==> src/hw/rtl/i2c_eeprom_byte_master_top_macros.svh <==
// Assertion macros shared by the RTL that checks itself in simulation.
// Both take a clock, a synchronous reset that masks the check, an antecedent
// and a consequent.
`ifndef I2C_EEPROM_BYTE_MASTER_TOP_MACROS_SVH
`define I2C_EEPROM_BYTE_MASTER_TOP_MACROS_SVH

`ifndef SYNTHESIS

// Consequent must hold in the same cycle as the antecedent.
`define IEB_ASSERT_NOW(lbl, ck, rs, ante, cons) \
  lbl: assert property (@(posedge ck) disable iff (rs) (ante) |-> (cons)) \
    else $error("ieb assertion failed");

// Consequent must hold in the cycle after the antecedent.
`define IEB_ASSERT_NEXT(lbl, ck, rs, ante, cons) \
  lbl: assert property (@(posedge ck) disable iff (rs) (ante) |=> (cons)) \
    else $error("ieb assertion failed");

`else

`define IEB_ASSERT_NOW(lbl, ck, rs, ante, cons)
`define IEB_ASSERT_NEXT(lbl, ck, rs, ante, cons)

`endif

`endif

==> src/hw/rtl/ieb_pkg.sv <==
package ieb_pkg;

  // One bus tick offered to the master.
  typedef struct packed {
    logic        cmd_valid;
    logic        mode;
    logic [15:0] mem_address;
    logic [7:0]  write_data;
    logic        sda_in;
  } in_t;

  // Bus drives and status after one tick.
  typedef struct packed {
    logic       scl_out;
    logic       sda_out;
    logic       busy_res;
    logic       done_res;
    logic [7:0] read_result;
    logic       ack_missing;
    logic       bus_fault;
  } out_t;

  // Configuration seen by the sequencer.
  typedef struct packed {
    logic        two_byte_address;
    logic [15:0] phase_len;
  } cfg_t;

  localparam int CFG_INDEX_W = 1;
  localparam int CFG_DATA_W  = 16;

  localparam logic [CFG_INDEX_W-1:0] CFG_TWO_BYTE_ADDRESS = 1'd0;
  localparam logic [CFG_INDEX_W-1:0] CFG_PHASE_LEN        = 1'd1;

  localparam logic [15:0] PHASE_LEN_RESET = 16'd70;

  // Control bytes of the EEPROM device address.
  localparam logic [7:0] CTRL_WRITE = 8'hA0;
  localparam logic [7:0] CTRL_READ  = 8'hA1;

endpackage

==> src/hw/rtl/i2c_eeprom_byte_master_top.sv <==
// Channel   Handshake        Payload
// request   push / full      item   (cmd_valid, mode, mem_address, write_data, sda_in)
// result    empty / pop      result (scl_out, sda_out, busy_res, done_res, ...)
// config    cfg_we           cfg_index, cfg_data
//
// Every request is one tick of the bus sequencer and yields exactly one result.
// With neither side stalled one request is taken every cycle; its result goes through
// the front and back queues to the result ports, where it waits to be popped.
// Reset (rst, synchronous) empties both queues and idles the sequencer with SCL
// and SDA released. A stalled result side backs up into the request queue,
// which raises full once both of its slots are taken.
`include "i2c_eeprom_byte_master_top_macros.svh"

module i2c_eeprom_byte_master_top import ieb_pkg::*; #(
  parameter int QUEUE_DEPTH = 2
) (
  input  logic                   clk,
  input  logic                   rst,
  input  logic                   push,
  output logic                   full,
  input  in_t                    item,
  output logic                   empty,
  input  logic                   pop,
  output out_t                   result,
  input  logic                   cfg_we,
  input  logic [CFG_INDEX_W-1:0] cfg_index,
  input  logic [CFG_DATA_W-1:0]  cfg_data
);

  cfg_t cfg;
  in_t  head;
  out_t seq_result;
  logic front_empty;
  logic back_full;
  logic advance;

  // Configuration registers. Write them only while the block is idle; the block
  // itself does not enforce this, and the sequencer reads them directly.
  always_ff @(posedge clk) begin
    if (rst) begin
      cfg.two_byte_address <= 1'b0;
      cfg.phase_len        <= PHASE_LEN_RESET;
    end else if (cfg_we) begin
      case (cfg_index)
        CFG_TWO_BYTE_ADDRESS: cfg.two_byte_address <= cfg_data[0];
        CFG_PHASE_LEN: cfg.phase_len <= cfg_data;
        default: ;
      endcase
    end
  end

  // Front: queue of incoming requests.
  ieb_queue #(
    .T    (in_t),
    .DEPTH(QUEUE_DEPTH)
  ) u_front (
    .clk     (clk),
    .rst     (rst),
    .push    (push),
    .full    (full),
    .data_in (item),
    .pop     (advance),
    .empty   (front_empty),
    .data_out(head)
  );

  // The sequencer steps once for each request it takes from the front, as
  // long as the result queue has a free slot to hold what it produces.
  assign advance = !front_empty && !back_full;

  ieb_seq u_seq (
    .clk   (clk),
    .rst   (rst),
    .cfg   (cfg),
    .go    (advance),
    .item  (head),
    .result(seq_result)
  );

  // Back: queue of results waiting to be taken.
  ieb_queue #(
    .T    (out_t),
    .DEPTH(QUEUE_DEPTH)
  ) u_back (
    .clk     (clk),
    .rst     (rst),
    .push    (advance),
    .full    (back_full),
    .data_in (seq_result),
    .pop     (pop),
    .empty   (empty),
    .data_out(result)
  );

  // A request taken into an empty front queue is still waiting in the cycle after.
  `IEB_ASSERT_NEXT(a_front_holds, clk, rst, push && !full && front_empty, !front_empty)
  // The tick that completes STOP leaves the bus idle.
  `IEB_ASSERT_NOW(a_done_idle, clk, rst, !empty && result.done_res, !result.busy_res)

endmodule

==> src/hw/rtl/ieb_queue.sv <==
module ieb_queue #(
  parameter type T     = logic,
  parameter int  DEPTH = 2
) (
  input  logic clk,
  input  logic rst,
  input  logic push,
  output logic full,
  input  T     data_in,
  input  logic pop,
  output logic empty,
  output T     data_out
);

  localparam int PTR_W = $clog2(DEPTH);
  localparam int CNT_W = $clog2(DEPTH + 1);
  localparam logic [PTR_W-1:0] LAST = PTR_W'(DEPTH - 1);
  localparam logic [CNT_W-1:0] CNT_FULL = CNT_W'(DEPTH);

  T                 slots [DEPTH];
  logic [PTR_W-1:0] wr_ptr;
  logic [PTR_W-1:0] rd_ptr;
  logic [CNT_W-1:0] count;
  logic             do_push;
  logic             do_pop;

  assign full     = (count == CNT_FULL);
  assign empty    = (count == '0);
  assign do_push  = push && !full;
  assign do_pop   = pop && !empty;
  assign data_out = slots[rd_ptr];

  always_ff @(posedge clk) begin
    if (do_push) begin
      slots[wr_ptr] <= data_in;
    end
  end

  always_ff @(posedge clk) begin
    if (rst) begin
      wr_ptr <= '0;
      rd_ptr <= '0;
      count  <= '0;
    end else begin
      if (do_push) begin
        wr_ptr <= (wr_ptr == LAST) ? '0 : wr_ptr + PTR_W'(1);
      end
      if (do_pop) begin
        rd_ptr <= (rd_ptr == LAST) ? '0 : rd_ptr + PTR_W'(1);
      end
      if (do_push && !do_pop) begin
        count <= count + CNT_W'(1);
      end else if (do_pop && !do_push) begin
        count <= count - CNT_W'(1);
      end
    end
  end

endmodule

==> src/hw/rtl/ieb_seq.sv <==
module ieb_seq import ieb_pkg::*; (
  input  logic clk,
  input  logic rst,
  input  cfg_t cfg,
  input  logic go,
  input  in_t  item,
  output out_t result
);

  typedef enum logic [4:0] {
    S_IDLE, S_ST_A, S_ST_B, S_ST_C, S_TX_A, S_TX_B, S_TX_C,
    S_AK_A, S_AK_B, S_AK_C, S_AK_D, S_RX_A, S_RX_B,
    S_NA_A, S_NA_B, S_NA_C, S_NA_D, S_SP_A, S_SP_B, S_SP_C, S_SP_D
  } step_t;

  typedef enum logic [3:0] {
    G_START1, G_CTRL, G_HIGH, G_LOW, G_DATA, G_START2, G_RDCTRL, G_READ, G_STOP
  } stage_t;

  typedef struct packed {
    step_t       step;
    logic [15:0] timer;
    logic [3:0]  bitc;
    logic [7:0]  shift;
    logic [15:0] addr;
    logic [7:0]  data;
    logic        mode;
    logic [7:0]  rbyte;
    logic        ack;
    logic        fault;
    stage_t      stage;
    logic        wide;
    logic        scl;
    logic        sda;
  } seq_t;

  seq_t        st;
  seq_t        st_next;
  logic        done_next;
  logic [16:0] tsum;

  // Start a bus phase and set its line drives.
  function automatic seq_t f_enter(seq_t s, step_t n);
    seq_t r;
    r = s;
    r.step  = n;
    r.timer = '0;
    case (n)
      S_ST_A: begin r.scl = 1'b1; r.sda = 1'b1; end
      S_ST_B, S_ST_C: begin r.scl = 1'b1; r.sda = 1'b0; end
      S_TX_A, S_AK_A, S_SP_A: r.scl = 1'b0;
      S_TX_B: begin r.scl = 1'b0; r.sda = r.shift[7]; end
      S_TX_C: r.scl = 1'b1;
      S_AK_B, S_AK_D, S_RX_A, S_NA_A, S_NA_B, S_NA_D: begin
        r.scl = 1'b0; r.sda = 1'b1;
      end
      S_AK_C, S_RX_B, S_NA_C, S_SP_D: begin r.scl = 1'b1; r.sda = 1'b1; end
      S_SP_B: begin r.scl = 1'b0; r.sda = 1'b0; end
      S_SP_C: begin r.scl = 1'b1; r.sda = 1'b0; end
      default: begin r.step = S_IDLE; r.scl = 1'b1; r.sda = 1'b1; end
    endcase
    return r;
  endfunction

  // Start a byte-level stage of the transaction.
  function automatic seq_t f_begin(seq_t s, stage_t g);
    seq_t  r;
    step_t first;
    r = s;
    r.stage = g;
    r.bitc  = '0;
    first   = S_TX_A;
    case (g)
      G_START1, G_START2: first = S_ST_A;
      G_CTRL: r.shift = r.wide ? CTRL_WRITE
                               : (CTRL_WRITE | {4'b0000, r.addr[10:8], 1'b0});
      G_HIGH: r.shift = r.addr[15:8];
      G_LOW: r.shift = r.addr[7:0];
      G_DATA: r.shift = r.data;
      G_RDCTRL: r.shift = CTRL_READ;
      G_READ: begin r.shift = '0; first = S_RX_A; end
      default: begin r.stage = G_STOP; first = S_SP_A; end
    endcase
    return f_enter(r, first);
  endfunction

  function automatic seq_t f_after_ack(seq_t s);
    stage_t g;
    case (s.stage)
      G_CTRL: g = s.wide ? G_HIGH : G_LOW;
      G_HIGH: g = G_LOW;
      G_LOW: g = s.mode ? G_START2 : G_DATA;
      G_RDCTRL: g = G_READ;
      default: g = G_STOP;
    endcase
    return f_begin(s, g);
  endfunction

  always_comb begin
    st_next   = st;
    done_next = 1'b0;
    tsum      = {1'b0, st.timer} + 17'd1;
    if (st.step == S_IDLE) begin
      if (item.cmd_valid) begin
        st_next.mode  = item.mode;
        st_next.addr  = item.mem_address;
        st_next.data  = item.write_data;
        st_next.wide  = cfg.two_byte_address;
        st_next.ack   = 1'b0;
        st_next.fault = 1'b0;
        st_next = f_begin(st_next, G_START1);
      end
    end else begin
      st_next.timer = tsum[15:0];
      if (tsum >= {1'b0, cfg.phase_len}) begin
        case (st.step)
          S_ST_A, S_ST_B, S_ST_C: begin
            if ((st.step == S_ST_A && !item.sda_in) ||
                (st.step == S_ST_B && item.sda_in)) begin
              st_next.fault = 1'b1;
            end
            if (st.step == S_ST_A && item.sda_in) begin
              st_next = f_enter(st_next, S_ST_B);
            end else if (st.step == S_ST_B && !item.sda_in) begin
              st_next = f_enter(st_next, S_ST_C);
            end else begin
              st_next = f_begin(st_next,
                                (st.stage == G_START2) ? G_RDCTRL : G_CTRL);
            end
          end
          S_TX_A: st_next = f_enter(st_next, S_TX_B);
          S_TX_B: st_next = f_enter(st_next, S_TX_C);
          S_TX_C: begin
            st_next.shift = {st.shift[6:0], 1'b0};
            st_next.bitc  = st.bitc + 4'd1;
            st_next = f_enter(st_next, (st_next.bitc >= 4'd8) ? S_AK_A : S_TX_A);
          end
          S_AK_A: st_next = f_enter(st_next, S_AK_B);
          S_AK_B: st_next = f_enter(st_next, S_AK_C);
          S_AK_C: begin
            if (item.sda_in) begin
              st_next.ack = 1'b1;
            end
            st_next = f_enter(st_next, S_AK_D);
          end
          S_AK_D: st_next = f_after_ack(st_next);
          S_RX_A: st_next = f_enter(st_next, S_RX_B);
          S_RX_B: begin
            st_next.shift = {st.shift[6:0], item.sda_in};
            st_next.bitc  = st.bitc + 4'd1;
            if (st_next.bitc >= 4'd8) begin
              st_next.rbyte = st_next.shift;
              st_next = f_enter(st_next, S_NA_A);
            end else begin
              st_next = f_enter(st_next, S_RX_A);
            end
          end
          S_NA_A: st_next = f_enter(st_next, S_NA_B);
          S_NA_B: st_next = f_enter(st_next, S_NA_C);
          S_NA_C: st_next = f_enter(st_next, S_NA_D);
          S_NA_D: st_next = f_begin(st_next, G_STOP);
          S_SP_A: st_next = f_enter(st_next, S_SP_B);
          S_SP_B: st_next = f_enter(st_next, S_SP_C);
          S_SP_C: st_next = f_enter(st_next, S_SP_D);
          S_SP_D: begin
            st_next   = f_enter(st_next, S_IDLE);
            done_next = 1'b1;
          end
          default: st_next = f_enter(st_next, S_IDLE);
        endcase
      end
    end
  end

  always_comb begin
    result.scl_out     = st_next.scl;
    result.sda_out     = st_next.sda;
    result.busy_res    = (st_next.step != S_IDLE);
    result.done_res    = done_next;
    result.read_result = st_next.rbyte;
    result.ack_missing = st_next.ack;
    result.bus_fault   = st_next.fault;
  end

  always_ff @(posedge clk) begin
    if (rst) begin
      st.step  <= S_IDLE;
      st.timer <= '0;
      st.bitc  <= '0;
      st.shift <= '0;
      st.addr  <= '0;
      st.data  <= '0;
      st.mode  <= 1'b0;
      st.rbyte <= '0;
      st.ack   <= 1'b0;
      st.fault <= 1'b0;
      st.stage <= G_START1;
      st.wide  <= 1'b0;
      st.scl   <= 1'b1;
      st.sda   <= 1'b1;
    end else if (go) begin
      st <= st_next;
    end
  end

endmodule
==> config.mk <==
export PLATFORM = sky130hd
export DESIGN_NAME = i2c_eeprom_byte_master_top
export DESIGN_NICKNAME = d
export VERILOG_FILES = /design/src/hw/rtl/ieb_pkg.sv /design/src/hw/rtl/i2c_eeprom_byte_master_top.sv /design/src/hw/rtl/ieb_queue.sv /design/src/hw/rtl/ieb_seq.sv
export VERILOG_INCLUDE_DIRS = /design/src /design/src/hw/rtl
export SDC_FILE = /design/constraint.sdc
export NUM_CORES = 1
export LEC_CHECK = 0
export BUFFER_PORTS_ARGS = -buffer_cell sky130_fd_sc_hd__buf_2
export CAP_MARGIN = 0
export CORE_MARGIN = 8
export CORE_UTILIZATION = 55
export CTS_CLUSTER_DIAMETER = 100
export DETAILED_ROUTE_END_ITERATION = 10
export PLACE_DENSITY = 0.72
export RECOVER_POWER = 50
export SLEW_MARGIN = 30
export SYNTH_ARGS = -nofsm -noshare
export SYNTH_HDL_FRONTEND = slang
export SYNTH_HIERARCHICAL = 1
export SYNTH_SLANG_ARGS = --single-unit
==> constraint.sdc <==
create_clock -name clk -period 4.4 [get_ports clk]
set_input_delay 0.44 -clock clk [delete_from_list [all_inputs] [get_ports clk]]
set_output_delay 0.44 -clock clk [all_outputs]
set_load 0.01 [all_outputs]
==> metrics.yaml <==
drv_slew: 101
path_clk_slew_ns: 0.07
setup_viol: 0
clock-sinks: 184
finalWirelength_um: 19860
overflow: 0
cts_root_buffer: "clkbuf_16"
start_util_pct: 55.51
layout_commonest_cell: "dfxtp_1"
grt_pass1_wl_um: 32150
core.rowCount: 47
num_vias: 6782
rsz0062_at_grt: "no"
status: "complete, but fails checks"
ys.flop_type: "dfxtp_1"
syn_area_mm2: 0.009107
drcViolationCount: 0
fin_skew_ns: 0.008023
min_path_type: "in2reg"
holdWs_ns: 0.1862
grt_pass1_vias: 6423
yosys_register_bits: 184
die-area_mm2: 0.02093
post-cts-setup-buffers: 0
drt_iter0_markers: 742
fp.dieH_um: 144.7
yosysWarnings: 6
fin_crit_ns: 4.049
cts_resized: 0
area_growth_pct: 9.273
yosysSeqAreaShare_pct: 49.46
synthesis.nets: 969
power_leakage_nw: 3.613
violations: "max-capacitance violations, max-slew violations"
boundaryPins: 65
synth-async-reset-ratio_pct: 0
grt_antenna_before_repair: 1
antenna_left: 0
synth-edff-count: 82
path_buf_inv: 0
arrival_ns: 4.25
final_cell_mix: "102 x dfxtp_1, 88 x nand2_1, 83 x a21oi_1"
layout.nets: 991
required_ns: 4.60
final.period_utilization_pct: 92.02
p_per_area_mw_per_mm2: 489.8
cts_max_level: 4
first_pass_iters: 5
syn_area_per_cell_um2: 10.12
fin_util_pct: 60.66
dpl_cell_area_mm2: 0.009394
ys_types: 78
avgViaCountPerCell: 5.872
cts_buffer_depth: 2
cts.hold.buffers_added: 0
maxSlewHeadroom_pct: -108.0
slowest_stage: "o211ai_2"
end_kind: "register"
insertion_delay_ns: 0.44
grt_max_degree: 73
grt_usage_pct: 19.55
coreArea_mm2: 0.01641
p_total_mw: 4.875
fmax_ghz: 0.2470
tightest_slew_ns: 3.120
numCtsBuffers: 17
finalHoldViolCount: 0
cp-start-kind: "register"
cpPeakStageDelay_ns: 0.62
tns_ns: 0
path_class: "reg2reg"
wl_per_cell_um: 17.20
gp_congestion: 0.8846
syn-instance-count: 900
chipWidth_um: 144.7
stdcell_area_mm2: 0.009952
maxCapViolCount: 2
worstPathCellList: "nand4_2, nor3_1, nand4_1, xnor2_1, ha_1, nand3_1, nor2_1, a221oi_1, o211ai_2, o211ai_2, mux2i_1, nor2_1"
path_max_fanout: 8
layout-drive-gt1-share_pct: 17.86
antenna_cells: 0
place_hpwl_um: 13240
crit_family: "compound AO/OA/AOI/OAI gates"
cts_tree: "yes"
port_buffers: 64
ir_drop_mv: 0.4082
[power by group]
group	switching (mW)	internal, mW
combinational	0.725	0.461
clock	0.687	0.818
sequential	0.118	2.07
[layout make-up]
type | instances | area (µm²)
Timing Repair Buffer | 72 | 350.3
Clock buffer | 20 | 446.7
Sequential cell | 184 | 4504
Fill cell | 1394 | 6455
Tap cell | 220 | 275.3
Clock inverter | 12 | 143.9
Multi-Input combinational cell | 617 | 4119
Inverter | 30 | 112.6
[flip-flops by register name (all words and copies together), names as in the netlist, named ones only]
register        flops
u_front/rd_ptr      1
u_back/count        2
u_back/wr_ptr       1
u_front/count       2
u_front/slots      54
u_back/slots       28
cfg                17
u_seq/st           75
u_back/rd_ptr       1
u_front/wr_ptr      1
[Yosys cell counts (all sizes together) (5+ instances only)]
library cell	count	area share, %
clkbuf	26	1.1
nor3	11	0.78
a21o	8	0.66
nand3	35	1.9
dfxtp	102	22
buf	43	3.1
xor2	11	1.1
edfxtp	82	27
nand4	6	0.48
a22oi	12	0.99
nand3b	6	0.49
a21oi	87	5.0
nor2b	8	0.60
nand2b	21	1.4
xnor2	12	1.2
a31oi	11	0.76
a21bo	13	1.4
nor2	56	2.4
o21ai	42	2.3
o22ai	5	0.34
or3	9	0.67
inv	30	1.2
ha	20	2.7
and3	7	0.48
mux2	52	6.4
mux2i	17	1.9
and2	5	0.34
a222oi	7	0.77
o211ai	5	0.52
nand2	88	3.6
or2	5	0.34
[logic make-up (layout without fill, tap and decap cells)]
logic type                 count (synthesis)  count (layout)  share of synthesized area, %
buffers and inverters                     99             134                         5.399
adders and majority gates                 20              20                         2.748
AOI/OAI and AO/OA                        229             229                         16.49
xor gates and xnor gates                  23              23                         2.212
and+or+nand+nor                          276             276                         15.40
muxes                                     69              69                         8.298
DFF                                      184             184                         49.46
[stage by stage]
stage | worst slack (ns) | instances
final | 0.3511 | 1155
after global routing | 0.04177 | 1155
after CTS | 0.3887 | 1155
after detailed placement | 0.4773 | 1123
after global placement | 0.5647 | 1123
after floorplan | 0.8602 | 900
[layer usage]
| metal | track usage [%] | share of wire, % |
|---|---|---|
| met1 | 27.12 | 48 |
| met2 | 29.44 | 45 |
| met3 | 4.364 | 5.7 |
| met4 | 6.900 | 1.8 |
| met5 | 0 | 0.050 |
[path summary, 6_finish.rpt]
path,from,endpoint,slack (ns),cells past startpoint
worst max-delay path,u_seq/st[56],u_seq/st[10],0.35,12
worst max register to register,u_seq/st[56],u_seq/st[10],0.35,12
worst min register to register,u_seq/st[25],u_seq/st[25],0.46,2
worst min-delay path,item[15],u_front/slots[0][15],0.19,1
Note: power is estimated with default switching activity, not from simulation.
